===== config.mk =====
export PLATFORM = sky130hd
export DESIGN_NAME = sorted_unique_insert_table
export DESIGN_NICKNAME = d
export VERILOG_FILES = /design/src/suit_pkg.sv /design/src/suit_cell.sv /design/src/sorted_unique_insert_table.sv
export VERILOG_INCLUDE_DIRS = /design/src /design/src/src
export SDC_FILE = /design/constraint.sdc
export NUM_CORES = 1
export LEC_CHECK = 0
export ABC_AREA = 0
export BUFFER_PORTS_ARGS = -buffer_cell sky130_fd_sc_hd__buf_2
export CELL_PAD_IN_SITES_DETAIL_PLACEMENT = 1
export CELL_PAD_IN_SITES_GLOBAL_PLACEMENT = 1
export CORE_ASPECT_RATIO = 0.5
export CORE_MARGIN = 2
export CORE_UTILIZATION = 32
export DETAILED_ROUTE_END_ITERATION = 10
export PLACE_DENSITY_LB_ADDON = 0.08
export SLEW_MARGIN = 10
export SYNTH_ARGS = -nofsm -noshare
export SYNTH_HDL_FRONTEND = slang
export SYNTH_HIERARCHICAL = 1
export SYNTH_SLANG_ARGS = --single-unit

===== constraint.sdc =====
create_clock -name aclk -period 6.9 [get_ports aclk]
set_input_delay 0.345 -clock aclk [delete_from_list [all_inputs] [get_ports aclk]]
set_output_delay 0.345 -clock aclk [all_outputs]
set_load 0.01 [all_outputs]

===== src/assert_macros.svh =====
// ----------------------------------------------------------------------------
// Assertion macros
// Shared concurrent assertion helpers for the sorted insert table RTL.
// ----------------------------------------------------------------------------
`ifndef ASSERT_MACROS_SVH
`define ASSERT_MACROS_SVH

`ifndef ASSERT_OFF

// antecedent implies consequent in the same cycle
`define ASSERT_IMPLIES(label, clk, rstn, ante, cons) \
    label: assert property (@(posedge clk) disable iff (!rstn) (ante) |-> (cons)) \
        else $error("assertion failed");

// antecedent implies consequent in the next cycle
`define ASSERT_NEXT(label, clk, rstn, ante, cons) \
    label: assert property (@(posedge clk) disable iff (!rstn) (ante) |=> (cons)) \
        else $error("assertion failed");

// condition never holds
`define ASSERT_NEVER(label, clk, rstn, cond) \
    label: assert property (@(posedge clk) disable iff (!rstn) !(cond)) \
        else $error("assertion failed");

`else

`define ASSERT_IMPLIES(label, clk, rstn, ante, cons)
`define ASSERT_NEXT(label, clk, rstn, ante, cons)
`define ASSERT_NEVER(label, clk, rstn, cond)

`endif

`endif


===== src/suit_pkg.sv =====
// ----------------------------------------------------------------------------
// suit_pkg
// Types and constants shared by the sorted insert table and its cells.
// ----------------------------------------------------------------------------
`default_nettype none

package suit_pkg;

    localparam int TABLE_DEPTH = 16;
    localparam int IDX_W       = (TABLE_DEPTH > 1) ? $clog2(TABLE_DEPTH) : 1;
    localparam int CNT_W       = $clog2(TABLE_DEPTH + 1);
    localparam int UNIT_W      = 3;
    localparam int LEN_W       = 16;
    localparam int POS_W       = 4;

    // one stored key
    typedef struct packed {
        logic [UNIT_W-1:0] unit;
        logic [LEN_W-1:0]  len;
    } entry_t;

    // data handed from one cell to its right neighbor
    typedef struct packed {
        entry_t entry;
        logic   ge;     // new key sorts before this cell's key, or cell is empty
    } cell_link_t;

    typedef enum logic {
        ST_IDLE,
        ST_RUN
    } state_t;

    // reported position is the table index reduced to its low bits
    function automatic logic [POS_W-1:0] to_pos(input logic [IDX_W-1:0] idx);
        logic [31:0] wide;
        wide = 32'(idx);
        return wide[POS_W-1:0];
    endfunction

endpackage

`default_nettype wire


===== src/suit_cell.sv =====
// ----------------------------------------------------------------------------
// suit_cell
// One table slot: holds a key, compares it with the lookup key and takes
// either the new key or its left neighbor's key when an insert commits.
// ----------------------------------------------------------------------------
`default_nettype none

module suit_cell (
    input  logic                       aclk,
    input  logic [suit_pkg::IDX_W-1:0] cell_idx,
    input  logic [suit_pkg::CNT_W-1:0] entry_count,
    input  suit_pkg::entry_t           key,
    input  suit_pkg::cell_link_t       left_link,
    input  logic                       load_en,
    output suit_pkg::cell_link_t       right_link,
    output logic                       match,
    output logic                       ins_point
);
    import suit_pkg::*;

    entry_t entry_reg;
    entry_t entry_next;
    logic   occupied;
    logic   sorts_after;
    logic   ge;

    // compare stage
    always_comb begin
        occupied    = CNT_W'(cell_idx) < entry_count;
        sorts_after = (entry_reg.unit > key.unit) ||
                      ((entry_reg.unit == key.unit) && (entry_reg.len < key.len));
        ge        = !occupied || sorts_after;
        match     = occupied && (entry_reg == key);
        ins_point = ge && !left_link.ge;
    end

    // shift or load
    always_comb begin
        entry_next = entry_reg;
        if (ins_point) begin
            entry_next = key;
        end else if (left_link.ge) begin
            entry_next = left_link.entry;
        end
    end

    always_ff @(posedge aclk) begin
        if (load_en) begin
            entry_reg <= entry_next;
        end
    end

    assign right_link.entry = entry_reg;
    assign right_link.ge    = ge;

endmodule

`default_nettype wire


===== src/sorted_unique_insert_table.sv =====
// The key is latched on acceptance, compared by the row in ST_RUN and the result registered.
// A new key is taken only in ST_IDLE; the row of cells compares and shifts in one step.
// Output register holds a result until taken; a stalled result holds the row.
// Reset (aresetn low, synchronous) clears the entry count and handshake state;
// stored keys are not cleared and become valid only as inserts fill the table.
// ----------------------------------------------------------------------------
// sorted_unique_insert_table
// Sorted set of distinct {unit, length} keys kept in a row of compare/shift
// cells; returns position of an existing or newly inserted key, or flags a full table.
// ----------------------------------------------------------------------------
`default_nettype none
`include "assert_macros.svh"

module sorted_unique_insert_table (
    input  logic                        aclk,
    input  logic                        aresetn,
    input  logic                        s_valid,
    output logic                        s_ready,
    input  logic [suit_pkg::UNIT_W-1:0] s_time_unit,
    input  logic [suit_pkg::LEN_W-1:0]  s_step_length,
    output logic                        m_valid,
    input  logic                        m_ready,
    output logic [suit_pkg::POS_W-1:0]  m_position,
    output logic                        m_already_present,
    output logic                        m_table_full
);
    import suit_pkg::*;

    state_t              state_reg, state_next;
    entry_t              key_reg;
    logic [CNT_W-1:0]    cnt_reg, cnt_next;
    logic                m_valid_reg, m_valid_next;
    logic [POS_W-1:0]    m_pos_reg;
    logic                m_present_reg;
    logic                m_full_reg;

    cell_link_t          links [TABLE_DEPTH+1];
    logic [TABLE_DEPTH-1:0] match_vec;
    logic [TABLE_DEPTH-1:0] ins_vec;
    logic [TABLE_DEPTH-1:0] sel_vec;
    logic                any_match;
    logic                full;
    logic                commit;
    logic                do_insert;
    logic [IDX_W-1:0]    sel_idx;

    assign links[0] = '{entry: '0, ge: 1'b0};

    // row of cells
    for (genvar i = 0; i < TABLE_DEPTH; i++) begin : g_cell
        suit_cell u_cell (
            .aclk        (aclk),
            .cell_idx    (IDX_W'(i)),
            .entry_count (cnt_reg),
            .key         (key_reg),
            .left_link   (links[i]),
            .load_en     (do_insert),
            .right_link  (links[i+1]),
            .match       (match_vec[i]),
            .ins_point   (ins_vec[i])
        );
    end

    // lookup result
    always_comb begin
        any_match = |match_vec;
        full      = cnt_reg >= CNT_W'(TABLE_DEPTH);
        commit    = (state_reg == ST_RUN) && (!m_valid_reg || m_ready);
        do_insert = commit && !any_match && !full;
        if (any_match) begin
            sel_vec = match_vec;
        end else if (full) begin
            sel_vec = '0;
        end else begin
            sel_vec = ins_vec;
        end
        sel_idx = '0;
        for (int i = 0; i < TABLE_DEPTH; i++) begin
            sel_idx = sel_idx | (sel_vec[i] ? IDX_W'(i) : '0);
        end
    end

    // control
    always_comb begin
        state_next   = state_reg;
        cnt_next     = cnt_reg;
        m_valid_next = m_valid_reg && !m_ready;
        s_ready      = 1'b0;
        case (state_reg)
            ST_IDLE: begin
                s_ready = 1'b1;
                if (s_valid) begin
                    state_next = ST_RUN;
                end
            end
            ST_RUN: begin
                if (commit) begin
                    m_valid_next = 1'b1;
                    state_next   = ST_IDLE;
                    if (do_insert) begin
                        cnt_next = cnt_reg + CNT_W'(1);
                    end
                end
            end
            default: begin
                state_next = ST_IDLE;
            end
        endcase
    end

    always_ff @(posedge aclk) begin
        if (!aresetn) begin
            state_reg   <= ST_IDLE;
            cnt_reg     <= '0;
            m_valid_reg <= 1'b0;
        end else begin
            state_reg   <= state_next;
            cnt_reg     <= cnt_next;
            m_valid_reg <= m_valid_next;
        end
    end

    // payload registers
    always_ff @(posedge aclk) begin
        if (s_valid && s_ready) begin
            key_reg.unit <= s_time_unit;
            key_reg.len  <= s_step_length;
        end
        if (commit) begin
            m_pos_reg     <= to_pos(sel_idx);
            m_present_reg <= any_match;
            m_full_reg    <= full && !any_match;
        end
    end

    assign m_valid           = m_valid_reg;
    assign m_position        = m_pos_reg;
    assign m_already_present = m_present_reg;
    assign m_table_full      = m_full_reg;

    // checks
    `ASSERT_NEVER(a_cnt_range, aclk, aresetn, cnt_reg > CNT_W'(TABLE_DEPTH))
    `ASSERT_IMPLIES(a_match_unique, aclk, aresetn, state_reg == ST_RUN, $onehot0(match_vec))
    `ASSERT_IMPLIES(a_ins_unique, aclk, aresetn, state_reg == ST_RUN && !full, $onehot(ins_vec))
    `ASSERT_NEXT(a_cnt_step, aclk, aresetn, do_insert, cnt_reg == $past(cnt_reg) + CNT_W'(1))
    `ASSERT_NEVER(a_flags, aclk, aresetn, m_valid_reg && m_present_reg && m_full_reg)

endmodule

`default_nettype wire

# Yosys cells after proc, flatten, opt, wreduce, memory -nomap -nowiden
# Cells that the tools add are included.
totals:
  ff_bits: 336
  latch_bits: 0
  mem_bits_rw: 0
  mem_bits_ro: 0
  in_bits: 23
  out_inout_bits: 8
  wordCells: 344
  memories: 0
classes:
  add_sub_neg: 1
  n_mul: 0
  n_div: 0
  magnitude_cmp: 49
  n_eq_ne: 32
  shifts: 0
  n_mux: 53
  bitwise: 15
  reduce_logical: 154
op_table:
  columns: ["cell", "count"]
  rows:
  - ["$mux W19", 30]
  - ["$eq A19 B19 Y1", 16]
  - ["$lt A16 B16 Y1", 16]
  - ["$logic_and A1 B1 Y1", 53]
  - ["$eq A3 B3 Y1", 16]
  - ["$gt A3 B3 Y1", 16]
  - ["$lt A4 B5 Y1 const A", 8]
  - ["$logic_not A1 Y1", 35]
  - ["$logic_or A1 B1 Y1", 33]
  - ["$mux W16", 2]
  - ["$mux W4", 8]
  - ["$reduce_and A2 Y1", 16]
  - ["$reduce_bool A2 Y1", 15]
  - ["$or A4 B4 Y4", 7]
  - ["$lt A3 B5 Y1 const A", 4]
  - ["$reduce_or A16 Y1", 1]
  - ["$mux W3", 4]
  - ["$lt A1 B5 Y1 const A", 2]
  - ["$lt A2 B5 Y1 const A", 2]
  - ["$or A3 B3 Y3", 3]
  - ["$mux W1", 6]
  - ["$add A5 B1 Y5 const B", 1]
  - ["$ge A5 B5 Y1 const B", 1]
  - ["$mux W2", 2]
  - ["other kinds (7)", 7]

# Logic depth before layout (Yosys ltp)
# Gate-level depths: netlist (run 1).
logic_depth:
  depth_word: 23
  mapped_depth: 15
  mapped_depth_nobuf: 12

# Hierarchy
# Netlist (run 1), hierarchy kept.
by_module_without_submodules:
  columns: ["mod", "instances", "cells_each", "area_per_inst_um2", "seq_area_each_um2"]
  rows:
  - ["suit_cell", 16, 172, 1707.9, 570.5]
  - ["sorted_unique_insert_table", 1, 100, 1317.5, 890.9]

# Least setup slack after synthesis (run 1)
# OpenSTA, ideal clock, no wires.
synth_path:
  path_kind: "register to register"
  startpoint: "reg key_reg[16] (netlist bit)"
  endpoint: "reg g_cell[0].u_cell.entry_reg, in the netlist g_cell[0].u_cell/right_link[10] (enable)"
  setup_time_ps: 376
  t_arrival_ps: 3512
  required_time_ps: 6524
  slack_ps: 3012
  stages_incl_launch_ff: 10
  path_buffers: 0
  synth_period_minus_slack_ps: 3888
  cell_sequence: "edfxtp_1 ha_1 nand3_2 nor2_1 nand2_1 a21oi_1 or4_1 nor4b_1 and2_1 o21a_1"
synth_between:
  elab_chain_len: 7
  word_cells_on_any_way: 42
  cone_classes: "1 x order compare; 17 x eq/ne; 24 x reduce/logical"
synth_rtl:
  columns: ["item", "line_no", "source"]
  rows:
  - ["from (decl)", "sorted_unique_insert_table.sv:30", "entry_t key_reg;"]
  - ["$eq A19 B19 Y1", "suit_cell.sv:33", "match = occupied && (entry_reg == key);"]
  - ["$logic_and A1 B1 Y1", "suit_cell.sv:33", null]
  - ["net match_vec[4]", "sorted_unique_insert_table.sv:38", "logic [TABLE_DEPTH-1:0] match_vec;"]
  - ["$reduce_or A16 Y1", "sorted_unique_insert_table.sv:66", "any_match = |match_vec;"]
  - ["$logic_not A1 Y1", "sorted_unique_insert_table.sv:69", "do_insert = commit && !any_match && !full;"]
  - ["$logic_and A1 B1 Y1 (2 in series)", "sorted_unique_insert_table.sv:69", null]
  - ["net do_insert", "sorted_unique_insert_table.sv:44", "logic do_insert;"]
  - ["$reduce_and A2 Y1 (no line)", null, null]
  - ["to (signal assigned)", "suit_cell.sv:49", "entry_reg <= entry_next;"]
  - ["to (decl)", "suit_cell.sv:21", "entry_t entry_reg;"]
# The timed path passes the listed nets, and every way through them passes these cells.
# A chain may end at the register's enable or synchronous reset.

# Final worst setup path (run 1)
layout_path:
  startpoint: "reg key_reg[11] (netlist bit)"
  endpoint: "reg g_cell[14].u_cell.entry_reg, in the netlist g_cell[14].u_cell/right_link[6] (enable)"
layout_between:
  word_cells_on_any_way: 48
  cone_classes: "2 x order compare; 16 x eq/ne; 30 x reduce/logical"
layout_rtl:
  columns: ["item", "line_no"]
  rows:
  - ["$eq A19 B19 Y1", "suit_cell.sv:33"]
  - ["$logic_and A1 B1 Y1", "suit_cell.sv:33"]
  - ["net match_vec[4]", "sorted_unique_insert_table.sv:38"]
  - ["$reduce_or A16 Y1", "sorted_unique_insert_table.sv:66"]
  - ["$logic_not A1 Y1", "sorted_unique_insert_table.sv:69"]
  - ["$logic_and A1 B1 Y1 (2 in series)", "sorted_unique_insert_table.sv:69"]
  - ["net do_insert", "sorted_unique_insert_table.sv:44"]
  - ["$reduce_and A2 Y1 (no line)", null]
  - ["to (signal assigned)", "suit_cell.sv:49"]
  - ["to (decl)", "suit_cell.sv:21"]
# The timed path passes the listed nets, and every way through them passes these cells.

==> results of run 1 <==
area by class of cell:
type	instances	area (um2)
repair buffers	136	1040
inverters	406	1520
well taps	1185	1480
clock inverters	20	140
flip-flops and latches	336	10000
clock buffers	50	1090
multi-input cells	2036	16400
fillers	10000	56700
diodes	1	2.50
worst max path at each step:
stage / startpoint / end / slack (ps) / depth (start not counted)
2_1_floorplan: key_reg[16] / g_cell[15].u_cell/right_link[10] / 3010 / 9
3_3_place_gp: key_reg[15] / g_cell[8].u_cell/right_link[10] / 1490 / 10
3_5_place_dp: key_reg[15] / g_cell[14].u_cell/right_link[7] / 1380 / 12
4_1_cts: key_reg[15] / g_cell[14].u_cell/right_link[6] / 1370 / 12
5_1_grt: key_reg[11] / g_cell[14].u_cell/right_link[6] / 1450 / 12
6_report: key_reg[11] / g_cell[14].u_cell/right_link[6] / 1740 / 12
timing repair:
item	in CTS	in global routing
hold buffers	21	0
hold endpoints to repair	20	0
setup endpoints to repair	0	0
worst max-delay path, delay by kind of cell (launching register included):
family,cells,cell delay (ps)
buffers and inverters,3,800
adders and majority gates,1,380
and+or+nand+nor,6,2310
DFF,1,950
AOI/OAI and AO/OA,2,370
metal layers:
metal / share of wire, % / vias to the layer above / GRT usage [%]
met4: 1.8 / 2 / 4.26
met1: 52 / 11300 / 31.0
li1: - / 10700 / -
met3: 3.0 / 86 / 2.54
met5: 0.0085 / - / 0
met2: 43 / 239 / 31.4
per-stage QoR:
step           util (%)  instances  power, uW  hold slack (ps)
2_1_floorplan         -       2954       4370              444
3_3_place_gp       34.2       4077       4900              523
3_5_place_dp       34.2       4077       4940              524
4_1_cts            35.9       4168       7150              192
5_1_grt            35.9       4169       7490              205
6_report           35.9       4170       7050              216
power by group through the flow:
stage | logic (uW) | registers [uW] | clock network [uW]
after global routing | 2390 | 2800 | 2300
after detailed placement | 2130 | 2810 | 0
after floorplan | 1650 | 2720 | 0
final | 2130 | 2770 | 2150
after CTS | 2150 | 2770 | 2230
after global placement | 2090 | 2810 | 0
cells in the final DEF, fill, tap and decap left out, types with 19 or more instances in the layout:
master and n:
nand3_1 341, buf_4 82, buf_2 30, dlygate4sd3_1 21, o21ai_0 19, nor3_1 19
ha_1 354, edfxtp_1 329, a21oi_1 102, o311ai_2 288, nor2_1 66, or4_1 23
a21o_1 48, conb_1 106, inv_1 390, nand2b_1 33, clkbuf_16 41, nand2_1 336
nor2b_1 33, nand4_1 64
==> impl_metrics.env, run 1 <==
export IMPL_status="finished clean"
export IMPL_drtAntennaViolNets=0
export IMPL_ff2ff_setup_slack_ps=1740
export IMPL_finalSetupTns_ps=0
export IMPL_stdcell_area_um2=31700
export IMPL_track_usage_pct=20.6
export IMPL_grt_overflow=0
export IMPL_max_freq_mhz=194
export IMPL_detail_route_wl_per_cell_um=22.5
export IMPL_drc=0
export IMPL_post_route_min_period_ps=5160
export IMPL_p_seq_share_pct=39.3
export IMPL_post_cts_resized=0
export IMPL_switching_share_pct=35.3
export IMPL_start_util_pct=32.4
export IMPL_critPathKind="reg -> reg"
export IMPL_drt_total_wl_mm=93.7
export IMPL_min_from="m_ready"
export IMPL_hold_path_class="in -> reg"
export IMPL_synth_area_um2=28600
export IMPL_max_cap_viol_count=0
export IMPL_dp_worst_setup_slack_ps=1380
export IMPL_critPathCaptureType="register"
export IMPL_final_nets=3333
export IMPL_grt_pass1_wl_mm=146
export IMPL_cp_start_kind="register"
export IMPL_largest_reg_flops=304
export IMPL_power_density_nw_per_um2=222
export IMPL_cts_max_level=2
export IMPL_die_x_um=427
export IMPL_gp_congestion=0.798
export IMPL_cp_cell_sequence="inv_1, ha_1, nand4_1, nor3_1, nand2_1, a21oi_1, or4_1, nor4b_1, and2_1, buf_4, o21a_1, buf_4"
export IMPL_setup_slack_ps=1740
export IMPL_grt_pass1_vias=23100
export IMPL_finalHoldViolCount=0
export IMPL_antenna_found_initial=3
export IMPL_die_area_um2=92000
export IMPL_leakagePower_uw=0.0127
export IMPL_r2r_end="g_cell[14].u_cell/right_link[6]"
export IMPL_reg2reg_depth=12
export IMPL_p_int_uw=4560
export IMPL_area_growth_pct=10.9
export IMPL_r2r_start="key_reg[11]"
export IMPL_clock_power_share_pct=30.5
export IMPL_grt_max_degree=41
export IMPL_io_pin_count=31
export IMPL_hold_depth=3
export IMPL_min_period_over_period_pct=74.8
export IMPL_drtIter0Drc=1256
export IMPL_numPortBuffers=30
export IMPL_netSwitchingPower_uw=2490
export IMPL_fin_worst_skew_ps=23.7
export IMPL_design_core_area_um2=88400
export IMPL_cts_path_max_buffers=3
export IMPL_num_vias=22400
export IMPL_drv_slew=0
export IMPL_hpwl_mm=68.7
export IMPL_holdPathEnd="m_valid"
export IMPL_cpMostUsedCell="buf_4"
export IMPL_critPathArrivalTime_ps=5430
export IMPL_fp_row_count=77
export IMPL_critPathSlowestCell="edfxtp_1"
export IMPL_relSlewSlack_pct=37.9
export IMPL_worst_pin_slew_ps=931
export IMPL_combPwrFrac_pct=30.2
export IMPL_numClockSinks=336
export IMPL_die_y_um=216
export IMPL_clk_pin_slew_ps=60
export IMPL_max_stage_delay_ps=950
export IMPL_finalSetupViolCount=0
export IMPL_first_pass_iters=5
export IMPL_cts_tree="built"
export IMPL_crit_required_ps=7170
export IMPL_drive_above_1_share_pct=17.6
export IMPL_rsz0062_at_grt="false"
export IMPL_ir_drop_uv=167
export IMPL_numCtsBuffers=40
export IMPL_synthCells=2850
export IMPL_vias_per_cell=5.37
export IMPL_insertion_delay_ps=590
export IMPL_root_buffer="clkbuf_16"
export IMPL_post_dp_cell_area_um2=30300
export IMPL_cp_max_fo=16
export IMPL_synth_warnings=6
export IMPL_syn_avg_cell_area_um2=10.0
export IMPL_postCtsSetupBuffers=0
Power figures use the tool's default switching activity.
==> run 2: changes to the inputs <==
--- a/config.mk
+++ b/config.mk
@@ -6,7 +6,7 @@
 export SDC_FILE = /design/constraint.sdc
 export NUM_CORES = 1
 export LEC_CHECK = 0
-export ABC_AREA = 0
+export ABC_AREA = 1
 export BUFFER_PORTS_ARGS = -buffer_cell sky130_fd_sc_hd__buf_2
 export CELL_PAD_IN_SITES_DETAIL_PLACEMENT = 1
 export CELL_PAD_IN_SITES_GLOBAL_PLACEMENT = 1
==> constraint.sdc (replaced) <==
create_clock -name aclk -period 4.9 [get_ports aclk]
set_input_delay 0.245 -clock aclk [delete_from_list [all_inputs] [get_ports aclk]]
set_output_delay 0.245 -clock aclk [all_outputs]
set_load 0.01 [all_outputs]
==> impl_metrics.env, run 2 <==
export IMPL_status="finished clean"
export IMPL_num_vias=21300
export IMPL_crit_required_ps=5080
export IMPL_hpwl_mm=62.0
export IMPL_area_growth_pct=11.9
export IMPL_antenna_found_initial=0
export IMPL_root_buffer="clkbuf_16"
export IMPL_p_seq_share_pct=40.9
export IMPL_worst_pin_slew_ps=910
export IMPL_fillers=9821
export IMPL_combPwrFrac_pct=24.7
export IMPL_design_core_area_um2=81600
export IMPL_critPathArrivalTime_ps=4520
export IMPL_max_freq_mhz=231
export IMPL_clock_power_share_pct=34.4
export IMPL_numClockSinks=336
export IMPL_power_density_nw_per_um2=311
export IMPL_die_x_um=410
export IMPL_switching_share_pct=32.9
export IMPL_synth_area_um2=26300
export IMPL_ir_drop_uv=199
export IMPL_numPortBuffers=30
export IMPL_drt_total_wl_mm=79.9
export IMPL_drv_slew=0
export IMPL_post_dp_cell_area_um2=27900
export IMPL_post_cts_resized=0
export IMPL_grt_pass1_vias=21800
export IMPL_insertion_delay_ps=580
export IMPL_postCtsSetupBuffers=0
export IMPL_cpMostUsedCell="nand2_1"
export IMPL_cp_start_kind="register"
export IMPL_critPathSlowestCell="edfxtp_1"
export IMPL_max_stage_delay_ps=800
export IMPL_finalHoldViolCount=0
export IMPL_critPathKind="reg -> reg"
export IMPL_synth_warnings=6
export IMPL_cp_max_fo=19
export IMPL_finalSetupViolCount=0
export IMPL_drc=0
export IMPL_final_common_cell="nand2_1"
export IMPL_critPathCaptureType="register"
export IMPL_rsz0062_at_grt="false"
export IMPL_final_cell_mix="nand2_1 (1,061), inv_1 (601), nand3_1 (370)"
export IMPL_die_area_um2=84800
export IMPL_finalSetupTns_ps=0
export IMPL_die_y_um=207
export IMPL_cts_max_level=2
export IMPL_cts_tree="built"
export IMPL_io_pin_count=31
export IMPL_p_int_uw=6150
export IMPL_netSwitchingPower_uw=3020
export IMPL_vias_per_cell=4.67
export IMPL_relSlewSlack_pct=39.3
export IMPL_drtAntennaViolNets=0
export IMPL_gp_congestion=0.777
export IMPL_track_usage_pct=19.0
export IMPL_drtIter0Drc=925
export IMPL_stdcell_area_um2=29500
export IMPL_fp_row_count=74
export IMPL_max_cap_viol_count=0
export IMPL_first_pass_iters=5
export IMPL_drive_above_1_share_pct=8.72
export IMPL_cts_path_max_buffers=3
export IMPL_hold_path_class="in -> reg"
export IMPL_cp_cell_sequence="buf_12, inv_1, ha_1, nand2_1, nor2_1, nand4_1, nor4b_1, nor2_1, nand2_1, nor2_4, nand2_4, nor2_4, nand2_1, inv_1"
export IMPL_clk_pin_slew_ps=70
export IMPL_detail_route_wl_per_cell_um=17.5
export IMPL_syn_avg_cell_area_um2=8.03
export IMPL_crit_family="simple AND/OR/NAND/NOR gates"
export IMPL_grt_max_degree=28
export IMPL_fin_worst_skew_ps=27.3
export IMPL_grt_overflow=0
export IMPL_cp_num_buf_inv=3
export IMPL_grt_pass1_wl_mm=125
export IMPL_numCtsBuffers=40
export IMPL_min_period_over_period_pct=88.5
export IMPL_post_route_min_period_ps=4340
export IMPL_final_nets=3797
export IMPL_synthCells=3281
export IMPL_start_util_pct=32.3
export IMPL_largest_reg_flops=304
export IMPL_leakagePower_uw=0.0150
export IMPL_antenna_cells=0
-- run 2: cell type report --
class	instances	area (um2)	share of cell area (%)
Multi-Input combinational cell	2310	13400	45.3
Sequential cell	336	10000	34.0
Inverter	602	2260	7.66
Tap cell	1102	1380	4.68
Timing Repair Buffer	130	1160	3.92
Clock buffer	47	1050	3.56
Clock inverter	25	272	0.921
-- run 2: worst paths after layout --
check                  from                               to  slack (ps)  cells after the start
min          s_time_unit[2]                      key_reg[18]         380                      2
max reg2reg      key_reg[4]  g_cell[15].u_cell/right_link[7]         560                     14
max              key_reg[4]  g_cell[15].u_cell/right_link[7]         560                     14
min reg2reg         m_valid                          m_valid         530                      2
-- run 2: power groups by stage --
stage | combinational, uW | clock [uW] | sequential (uW)
after floorplan | 1690 | 0 | 3760
final | 2260 | 3160 | 3750
after global placement | 2220 | 0 | 3820
after CTS | 2300 | 3280 | 3760
after detailed placement | 2280 | 0 | 3810
after global routing | 2630 | 3390 | 3780
-- run 2: timing repair --
action                     in CTS  in global routing
hold buffers                   22                  0
hold endpoints to repair       26                  0
setup endpoints to repair       0                  0
-- run 2: per-stage QoR --
stage	cells	worst slack (ps)	hold WS (ps)	util, %	power, uW
after floorplan	3363	1740	343	-	5440
after global placement	4458	506	423	34.3	6040
after detailed placement	4458	423	424	34.3	6100
after CTS	4552	407	341	36.1	9340
after global routing	4552	223	351	36.1	9790
final	4552	562	379	36.1	9170
-- run 2: metal layers --
layer	track usage (%)	up-vias	routed length, um
met4	3.49	0	1160
met3	2.55	70	2050
met1	26.0	10300	39900
met2	32.4	152	36800
met5	0	-	0
li1	-	10800	-
-- run 2: worst register-to-register path, delay by kind of cell (launching register included) --
kind	cells	cell delay, ps
adder cells (fa/ha/maj)	1	290
buffers and inverters	3	1030
flip-flops	1	800
AND/OR/NAND/NOR	10	1810
==> run 3: changes to the inputs <==
--- a/config.mk
+++ b/config.mk
@@ -18,5 +18,4 @@
 export SLEW_MARGIN = 10
 export SYNTH_ARGS = -nofsm -noshare
 export SYNTH_HDL_FRONTEND = slang
-export SYNTH_HIERARCHICAL = 1
 export SYNTH_SLANG_ARGS = --single-unit
==> impl_metrics.env, run 3 <==
export IMPL_track_usage_pct=19.9
export IMPL_relSlewSlack_pct=13.6
export IMPL_rsz0062_at_grt="false"
export IMPL_async_flop_share_pct=0
export IMPL_synthTopCellsByCount="nand2_1 (761), edfxtp_1 (329), ha_1 (305), o21ai_0 (264), inv_1 (204)"
export IMPL_first_pass_iters=5
export IMPL_critPathArrivalTime_ps=4230
export IMPL_power_density_nw_per_um2=306
export IMPL_final_common_cell="nand2_1"
export IMPL_drtAntennaViolNets=0
export IMPL_netSwitchingPower_uw=2230
export IMPL_root_buffer="clkbuf_16"
export IMPL_r2r_start="key_reg[6]"
export IMPL_grt_overflow=0
export IMPL_synth_xor_area_share_pct=0.0796
export IMPL_yosysUniqueCellTypes=44
export IMPL_numPortBuffers=30
export IMPL_finalHoldViolCount=0
export IMPL_drive_above_1_share_pct=8.22
export IMPL_ys_flop_type="edfxtp_1"
export IMPL_synth_area_leaders="edfxtp_1 (45%), ha_1 (17%), nand2_1 (13%)"
export IMPL_io_pin_count=31
export IMPL_seq_area_frac_synth_pct=45.5
export IMPL_ff2ff_setup_slack_ps=910
export IMPL_cts_path_max_buffers=3
export IMPL_clock_power_share_pct=37.2
export IMPL_fp_row_count=67
export IMPL_hold_path_class="in -> reg"
export IMPL_final_nets=2917
export IMPL_synth_edff_count=329
export IMPL_fillers=7857
export IMPL_status="finished clean"
export IMPL_synth_top_area_share_pct=44.9
export IMPL_die_y_um=189
export IMPL_final_cell_mix="nand2_1 (761), edfxtp_1 (329), ha_1 (305)"
export IMPL_die_x_um=375
export IMPL_grt_pass1_wl_mm=108
export IMPL_stdcell_count=3514
export IMPL_setup_worst_path_end="g_cell[11].u_cell.right_link[10]"
export IMPL_insertion_delay_ps=580
export IMPL_synth_compound_area_share_pct=11.8
export IMPL_cts_tree="built"
export IMPL_post_route_min_period_ps=3990
export IMPL_synth_simple_gate_area_share_pct=19.5
export IMPL_finalSetupViolCount=0
export IMPL_synthCells=2509
export IMPL_synth_warnings=0
export IMPL_num_vias=17200
export IMPL_syn_avg_cell_area_um2=8.77
export IMPL_p_seq_share_pct=46.3
export IMPL_cts_max_level=2
export IMPL_area_growth_pct=13.6
export IMPL_synth_mux_area_share_pct=0
export IMPL_synth_area_um2=22000
export IMPL_grt_max_degree=40
export IMPL_p_int_uw=5430
export IMPL_drt_total_wl_mm=69.5
export IMPL_cp_startpoint="key_reg[6]"
export IMPL_cp_max_fo=19
export IMPL_numClockSinks=336
export IMPL_max_cap_viol_count=0
export IMPL_antenna_found_initial=1
export IMPL_dp_cells=3424
export IMPL_design_core_area_um2=67500
export IMPL_combPwrFrac_pct=16.5
export IMPL_hpwl_mm=52.8
export IMPL_multiInputGateArea_um2=10800
export IMPL_drv_slew=0
export IMPL_critPathKind="reg -> reg"
export IMPL_leakagePower_uw=0.0115
export IMPL_fin_worst_skew_ps=26.4
export IMPL_yosys_area_top_type="edfxtp_1"
export IMPL_r2r_end="g_cell[11].u_cell.right_link[10]"
export IMPL_seqCellArea_um2=10000
export IMPL_cp_start_kind="register"
export IMPL_max_freq_mhz=250
export IMPL_ys_ff_latch=336
export IMPL_reg2reg_depth=18
export IMPL_worst_pin_slew_ps=1290
export IMPL_synthAdderAreaFrac_pct=17.3
export IMPL_total_power_uw=7660
export IMPL_finalSetupTns_ps=0
export IMPL_detail_route_wl_per_cell_um=19.8
export IMPL_switching_share_pct=29.1
export IMPL_drc=0
export IMPL_start_util_pct=32.6
export IMPL_ir_drop_uv=180
export IMPL_min_period_over_period_pct=81.5
export IMPL_yosysMostFrequentCell="nand2_1"
export IMPL_synth_fp_nets=2837
export IMPL_numCtsBuffers=38
export IMPL_postCtsSetupBuffers=0
export IMPL_synth_top_family_by_area="simple AND/OR/NAND/NOR gates"
export IMPL_clk_pin_slew_ps=60
export IMPL_grt_pass1_vias=17900
export IMPL_die_area_um2=71000
export IMPL_critPathCaptureType="register"
export IMPL_largest_reg_flops=304
export IMPL_drtIter0Drc=797
export IMPL_gp_congestion=0.809
export IMPL_vias_per_cell=4.91
export IMPL_crit_required_ps=5140
[run 3: metal layers]
metal | vias up | wire length, um | global-route usage [%]
li1 | 8721 | - | -
met1 | 8281 | 37300 | 30.0
met2 | 177 | 29000 | 30.4
met3 | 64 | 2130 | 2.76
met4 | 0 | 1030 | 3.75
met5 | - | 0 | 0
[run 3: repair_timing]
| action | 4_1_cts | 5_1_grt |
|---|---|---|
| hold endpoints to repair | 23 | 0 |
| hold buffers | 22 | 0 |
| resized for setup | 0 | 0 |
| endpoints found under the setup margin | 0 | 0 |
[run 3: power groups by stage]
stage	Combinational [uW]	Sequential (uW)	Clock [uW]
after CTS	1280	3550	2940
after floorplan	806	3560	0
after global placement	1220	3610	0
after detailed placement	1260	3610	0
final	1260	3550	2850
after global routing	1470	3570	3040
[run 3: cells by family after synthesis]
logic type | Yosys count
AOI/OAI and AO/OA | 489
xor gates and xnor gates | 2
adders and majority gates | 305
buffers and inverters | 305
DFF | 336
and+or+nand+nor | 1072
[run 3: critical path, stage by stage, from the launching register on]
cell and delay [ps]:
edfxtp_1 460, inv_1 470, buf_4 310, ha_1 250
nand2_1 130, nor2_1 90, nand2_1 70, nor2_1 40
nand3_1 190, nand2_1 80, nor2_1 180, nand2_2 120
nor2_4 350, nand3_4 100, buf_4 230, inv_2 80
nand2_1 60, o21ai_1 100, buf_4 320
[run 3: worst min path at each step]
stage	startpoint	to	slack, ps	cells past startpoint
after floorplan	s_step_length[0]	key_reg[0]	340	0
after CTS	s_time_unit[0]	key_reg[16]	330	2
after detailed placement	s_step_length[10]	key_reg[10]	420	1
after global routing	s_step_length[4]	key_reg[4]	360	2
final	s_time_unit[0]	key_reg[16]	380	2
after global placement	s_step_length[5]	key_reg[5]	420	1
[run 3: final cells by class]
| cell class | count | area share [%] |
|---|---|---|
| multi-input combinational | 1868 | 43.0 |
| sequential | 336 | 40.1 |
| tap | 897 | 4.49 |
| timing repair buffer | 127 | 4.44 |
| clock buffer | 44 | 3.98 |
| inverter | 218 | 3.30 |
| clock inverter | 23 | 0.646 |
| antenna | 1 | 0.0100 |
[run 3: through the flow]
| step | area [um2] | hold slack (ps) | utilization, % | setup WS (ps) |
|---|---|---|---|---|
| floorplan | 22000 | 344 | - | 1130 |
| global placement | 23600 | 421 | 35.0 | 1010 |
| detailed placement | 23600 | 424 | 35.0 | 951 |
| CTS | 25000 | 334 | 37.0 | 925 |
| global route | 25000 | 359 | 37.0 | 637 |
| finish | 25000 | 378 | 37.0 | 906 |
